**src/hw/rtl/qsa_pkg.sv**
```systemverilog
package qsa_pkg;

	localparam int POOL_SIZE = 2048;
	localparam int HANDLE_W  = $clog2(POOL_SIZE);
	localparam int SLOT_W    = $clog2(POOL_SIZE);
	localparam int CNT_W     = $clog2(POOL_SIZE + 1);
	localparam int CFG_W     = 12;
	localparam int FRAG_W    = 32;
	localparam int WORD_W    = 32;
	localparam int BIT_W     = $clog2(WORD_W);
	localparam int ROWS      = POOL_SIZE / WORD_W;
	localparam int ROW_W     = $clog2(ROWS);
	localparam int CHUNKS    = ROWS / WORD_W;
	localparam int CHUNK_W   = $clog2(CHUNKS);

	localparam logic [1:0] CMD_BEGIN = 2'd0;
	localparam logic [1:0] CMD_END   = 2'd1;
	localparam logic [1:0] CMD_GET   = 2'd2;

	localparam logic [1:0] OUTCOME_READY = 2'd0;

	localparam logic CFG_ENABLED    = 1'b0;
	localparam logic CFG_SLOT_LIMIT = 1'b1;

	localparam logic [FRAG_W-1:0] ALL_ONES = 32'hFFFF_FFFF;

	typedef enum logic [2:0] {
		ST_OK         = 3'd0,
		ST_DISABLED   = 3'd1,
		ST_NO_SLOT    = 3'd2,
		ST_INVALID    = 3'd3,
		ST_NOT_IN_USE = 3'd4
	} status_t;

	typedef enum logic [2:0] {
		S_IDLE,
		S_SCAN,
		S_BRD,
		S_BHU,
		S_HCHK,
		S_GWR,
		S_RESP
	} state_t;

	// lowest set bit: {found, index}
	function automatic logic [BIT_W:0] ffs_word(input logic [WORD_W-1:0] v);
		logic [BIT_W:0] r;
		r = '0;
		for (int i = WORD_W - 1; i >= 0; i--) begin
			if (v[i]) begin
				r = {1'b1, BIT_W'(i)};
			end
		end
		return r;
	endfunction

endpackage

```
**src/hw/rtl/qsa_ram.sv**
```systemverilog
module qsa_ram #(
	parameter int DEPTH = 2048,
	parameter int WIDTH = 11
) (
	input  logic                     clk,
	input  logic                     wr_en,
	input  logic [$clog2(DEPTH)-1:0] wr_addr,
	input  logic [WIDTH-1:0]         wr_data,
	input  logic                     rd_en,
	input  logic [$clog2(DEPTH)-1:0] rd_addr,
	output logic [WIDTH-1:0]         rd_data
);

	logic [WIDTH-1:0] mem [DEPTH];

	always_ff @(posedge clk) begin
		if (wr_en) begin
			mem[wr_addr] <= wr_data;
		end
		if (rd_en) begin
			rd_data <= mem[rd_addr];
		end
	end

endmodule

```
**src/hw/rtl/qsa_bitmap.sv**
```systemverilog
module qsa_bitmap import qsa_pkg::*; (
	input  logic              clk,
	input  logic              arst_n,
	input  logic              rd_en,
	input  logic [ROW_W-1:0]  rd_row,
	output logic [WORD_W-1:0] rd_word,
	input  logic              wr_en,
	input  logic [ROW_W-1:0]  wr_row,
	input  logic [WORD_W-1:0] wr_word
);

	// rows never written read as all ones
	logic [ROWS-1:0]   row_written_q;
	logic              rd_written_q;
	logic [WORD_W-1:0] ram_word;

	qsa_ram #(
		.DEPTH(ROWS),
		.WIDTH(WORD_W)
	) u_ram (
		.clk    (clk),
		.wr_en  (wr_en),
		.wr_addr(wr_row),
		.wr_data(wr_word),
		.rd_en  (rd_en),
		.rd_addr(rd_row),
		.rd_data(ram_word)
	);

	always_ff @(posedge clk or negedge arst_n) begin
		if (!arst_n) begin
			row_written_q <= '0;
			rd_written_q  <= 1'b0;
		end else begin
			if (wr_en) begin
				row_written_q[wr_row] <= 1'b1;
			end
			if (rd_en) begin
				rd_written_q <= row_written_q[rd_row];
			end
		end
	end

	assign rd_word = rd_written_q ? ram_word : '1;

endmodule

```
**config.mk**
```make
export PLATFORM = sky130hd
export DESIGN_NAME = qsa_bitmap
export DESIGN_NICKNAME = d
export VERILOG_FILES = /design/src/hw/rtl/qsa_pkg.sv /design/src/hw/rtl/qsa_ram.sv /design/src/hw/rtl/qsa_bitmap.sv
export SDC_FILE = /design/constraint.sdc
export NUM_CORES = 2
export LEC_CHECK = 0
export BUFFER_PORTS_ARGS = -buffer_cell sky130_fd_sc_hd__buf_2
export CORE_ASPECT_RATIO = 0.9
export CORE_UTILIZATION = 63
export DETAILED_ROUTE_END_ITERATION = 6
export PLACE_DENSITY = 0.85
export RECOVER_POWER = 100
export SYNTH_ARGS = -nofsm -noshare
export SYNTH_HDL_FRONTEND = slang
export SYNTH_SLANG_ARGS = --single-unit
```
**constraint.sdc**
```tcl
create_clock -name clk -period 2.4 [get_ports clk]
set_input_delay 0.12 -clock clk [delete_from_list [all_inputs] [get_ports clk]]
set_output_delay 0.12 -clock clk [all_outputs]
set_load 0.05 [all_outputs]
```
==> impl_summary.md <==
Critical path
The startpoint identified for the worst register-to-register timing path is u_ram.mem[52][31]. The worst setup path is captured at a register. For the worst setup path, the data required time is 2.85 ns.

STA classifies the critical path startpoint as a primary input. Of all nets on the critical path, the largest fanout is 14. The critical path starts at wr_en. The number of cell instances on the worst register-to-register path is 4. Walking the worst path, the cells encountered are dlygate4sd3_1 -> clkbuf_1 -> nand4_1 -> dlygate4sd3_1 -> clkbuf_1 -> nor2_4 -> clkbuf_2.

For this design, the slowest cell found on the critical path is sky130_fd_sc_hd__clkbuf_2. The worst setup slack for register-to-register paths is -0.05 ns. The critical path runs through a total of 7 cells. The count of buffering cells on the critical path with inverters included is 5. For this run, the slowest stage of the critical path takes 0.62 ns. In this run the worst setup path terminates at u_ram.mem[39][23].

The reg-to-reg critical path endpoint is u_ram.rd_data[31]. The arrival time at the worst endpoint is 2.92 ns. The cell class contributing the biggest share of worst-path delay is buffers and inverters. The worst setup path is of the in2reg kind.

Cells and area
The synthesis-to-layout area growth is 14.0%. The register cell area after layout is 0.0641 mm2. The utilization after layout is 72.8%. The number of non-filler instances in the completed layout is 5661. The area of the multi-input gates is 0.0169 mm2. The count of filler cells inserted in the layout is 6514. The number of nets in the layout is 3837. Once layout is done, the placed cells without fillers occupy 0.0929 mm2. In the final layout, the share of cells above drive strength 1 is 34.8%.

Clocking
The H-tree was split into 4 levels. The clock tree root buffer cell is sky130_fd_sc_hd__clkbuf_16. The number of clock buffers added by TritonCTS is 193.

The CTS sink count is 2145. The TritonCTS clock tree is yes. The largest buffer count on any clock path is 3.

Clock-pin slew was measured on the worst setup and hold paths at 0.07 ns. The clock insertion delay at the later pin of the skew report is 0.85 ns.

Yosys
Yosys attributes the largest share of cell area to sky130_fd_sc_hd__edfxtp_1, sky130_fd_sc_hd__mux4_2, sky130_fd_sc_hd__dfrtp_1, sky130_fd_sc_hd__or2_2, sky130_fd_sc_hd__a22oi_1. The number of enable flip-flop cells after synthesis is 2080. The synthesized netlist cell count is 3306. The netlist uses 30 different library cells. The mean area per synthesized cell is 24.6 um2. Synthesis produced a netlist with a net count of 3354. The flip-flop and latch count after synthesis is 2145. The sequential cell area fraction in the yosys report is 78.6%. Of the post-synthesis cell area, the dominant cell type holds 76.6%.

The cell area that synthesis handed to floorplanning was 0.0815 mm2. Of all flip-flops after synthesis, the portion carrying an async set or reset was 3.03%. The dominant synthesized flop cell is sky130_fd_sc_hd__edfxtp_1. For this run, the number of Yosys warnings is 0.

sky130_fd_sc_hd__edfxtp_1 takes more of the synthesized area than any other cell.

Global route
The number of antenna violations at the first check in global routing came to 26. The number of global-route vias before repair is 43300. The first-pass GRT wire length is 332000 um. The global-route congestion overflow total is 0.

In the global route stage, overall resource usage came out at 37.5%. Entering global routing, the biggest net connects 65 pins.

Pwr
The overall power of the completed layout is 77.1 mW. The power per unit of standard cell area is 830 mW/mm2. The worst IR drop on VDD is 670 uV.

For this design the static power due to leakage is 29.7 nW.

Placed design
The worst slack after detailed placement is -0.864 ns. Routability-driven placement finished with a final weighted congestion of 0.833. In this run the tool buffered the top-level ports with 79 buffer cells.

In this run, placement finished with an instance count of 5263. After detailed placement, the total cell area comes to 0.0877 mm2. Detailed placement ended at an HPWL of 127000 um.

Route
The violation count after the first detailed-route iteration is 7442. For this run, design rule violations remaining after detail routing come to 1. The number of optimization iterations in the first detailed-route pass is 7.

For this block, the routed nets add up to 240000 um of wire. The routed layout has 42800 vias. The number of nets still failing antenna checks after routing is 0. The post-detailed-route wirelength per cell is 42.4 um.

The routed via count divided by cell count is 7.57.

Die
The vertical extent of the die is 343 um. The die footprint is 0.131 mm2. The starting density of the core is 63.8%. In this run the standard cell core region covers 0.128 mm2. The number of top-level pins is 80. In this run the core area contains 124 standard-cell rows. Measured along the x axis, the die boundary spans 381 um.

STA
Between clock sinks in the finished design, the worst skew comes to 0.0320 ns. The relative slew slack is -96.9%. The slew at the pin with the worst max-slew slack is 2.95 ns.

The achievable frequency is 405 MHz. Setup repair after global routing could not meet its margin everywhere. The final-report max-slew violation count is 983. On the final layout, the worst hold slack is 0.0862 ns. The final setup TNS is -6.30 ns. The total setup violations reported at the end of the flow is 188. After layout, the worst path uses 103% of the clock period.

The final number of hold-violating endpoints is 0. The clock period minus worst slack is 2.47 ns. The worst setup slack after layout is -0.0710 ns.

Run status
The flow ran to the end, but the final reports show violations. The checks that failed: DRC, capacitance limit, slew limit, setup timing.

Flow run
The count of max-cap constraint violations is 21.

Hold path
The worst hold-check path type is in2reg. The startpoint identified for the worst hold timing path is rd_row[5].
==> cells by family after synthesis <==
group | after synthesis | share of synthesized area, %
buffers and inverters | 174 | 0.967
and+or+nand+nor | 243 | 1.52
AOI/OAI and AO/OA | 72 | 0.651
muxes | 672 | 18.2
DFF | 2145 | 78.6
==> what timing repair did <==
item,4_1_cts,5_1_grt
cloned,0,0
setup buffers,0,0
endpoints found under the hold margin,1053,0
pin swaps,0,2
setup endpoints to repair,6,4
gates resized for setup,6,1
hold buffers,32,0
==> power breakdown <==
part	total [mW]	switching, mW	internal, mW	leakage [nW]
Combinational	4.88	2.89	1.98	7.17
Sequential	42.0	0.351	41.6	19.6
Clock	30.2	13.8	16.4	2.96
==> worst min path at each step <==
| stage | to | depth (start not counted) | slack, ns |
|---|---|---|---|
| CTS | u_ram.mem[3][18] | 4 | 0.002 |
| detailed placement | row_written_q[23] | 1 | 0.23 |
| global route | u_ram.rd_data[18] | 2 | 0.08 |
| global placement | row_written_q[19] | 1 | 0.23 |
| finish | u_ram.rd_data[18] | 2 | 0.09 |
| floorplan | rd_written_q | 0 | -0.18 |
==> sequential cells by signal, summed over array words and instances (netlist names) <==
name           count
u_ram.rd_data     32
u_ram.mem       2048
row_written_q     64
rd_written_q       1
==> cell usage after synthesis (2+ instances only) <==
cell type / number
sky130_fd_sc_hd__dfrtp_1: 65
sky130_fd_sc_hd__inv_1: 3
sky130_fd_sc_hd__buf_1: 14
sky130_fd_sc_hd__mux2i_1: 23
sky130_fd_sc_hd__nor3_1: 5
sky130_fd_sc_hd__buf_2: 69
sky130_fd_sc_hd__clkbuf_1: 79
sky130_fd_sc_hd__edfxtp_1: 2080
sky130_fd_sc_hd__a31oi_1: 2
sky130_fd_sc_hd__nor2_1: 72
sky130_fd_sc_hd__buf_6: 4
sky130_fd_sc_hd__or2_2: 66
sky130_fd_sc_hd__o22ai_1: 8
sky130_fd_sc_hd__nor2b_1: 10
sky130_fd_sc_hd__buf_4: 5
sky130_fd_sc_hd__nand2b_1: 37
sky130_fd_sc_hd__nand3_1: 10
sky130_fd_sc_hd__nand3b_1: 2
sky130_fd_sc_hd__a211oi_1: 4
sky130_fd_sc_hd__mux4_2: 649
sky130_fd_sc_hd__a311oi_1: 2
sky130_fd_sc_hd__a22oi_1: 54
sky130_fd_sc_hd__nand2_1: 36
==> routing by layer <==
layer	wire [um]	vias up	GRT usage (%)
met5	289	-	0
met4	14500	24	19.5
met3	35400	964	10.6
met2	114000	4570	58.7
met1	75600	22000	48.8
li1	-	15200	-
==> cell usage in the layout, fill, tap and decap left out, types with 4 or more instances in the layout <==
| master | count |
|---|---|
| sky130_fd_sc_hd__a22oi_1 | 47 |
| sky130_fd_sc_hd__buf_12 | 62 |
| sky130_fd_sc_hd__bufinv_16 | 11 |
| sky130_fd_sc_hd__nor2_4 | 28 |
| sky130_fd_sc_hd__nand3_1 | 10 |
| sky130_fd_sc_hd__nor3_1 | 4 |
| sky130_fd_sc_hd__a22oi_2 | 7 |
| sky130_fd_sc_hd__or2_2 | 65 |
| sky130_fd_sc_hd__buf_6 | 6 |
| sky130_fd_sc_hd__nor2b_1 | 8 |
| sky130_fd_sc_hd__mux4_2 | 649 |
| sky130_fd_sc_hd__clkbuf_4 | 32 |
| sky130_fd_sc_hd__o22ai_1 | 8 |
| sky130_fd_sc_hd__nand2b_1 | 37 |
| sky130_fd_sc_hd__nor2_1 | 42 |
| sky130_fd_sc_hd__a211oi_1 | 4 |
| sky130_fd_sc_hd__inv_6 | 7 |
| sky130_fd_sc_hd__clkbuf_16 | 198 |
| sky130_fd_sc_hd__nand2_1 | 36 |
| sky130_fd_sc_hd__clkbuf_2 | 85 |
| sky130_fd_sc_hd__mux2i_1 | 23 |
| sky130_fd_sc_hd__buf_2 | 44 |
| sky130_fd_sc_hd__dlygate4sd3_1 | 31 |
| sky130_fd_sc_hd__buf_4 | 117 |
| sky130_fd_sc_hd__edfxtp_1 | 2080 |
| sky130_fd_sc_hd__clkinv_2 | 40 |
| sky130_fd_sc_hd__dfrtp_1 | 65 |
| sky130_fd_sc_hd__clkbuf_1 | 121 |
| sky130_fd_sc_hd__clkinv_1 | 38 |
| sky130_fd_sc_hd__diode_2 | 16 |
==> area by class of cell <==
class / count / area share [%]
timing repair buffer: 459 / 4.03
sequential: 2145 / 69.0
multi-input combinational: 987 / 18.2
clock buffer: 245 / 5.56
inverter: 3 / 0.0121
tap: 1701 / 2.29
clock inverter: 105 / 0.920
antenna: 16 / 0.0431
No activity file was read; power rests on OpenSTA's default activity.
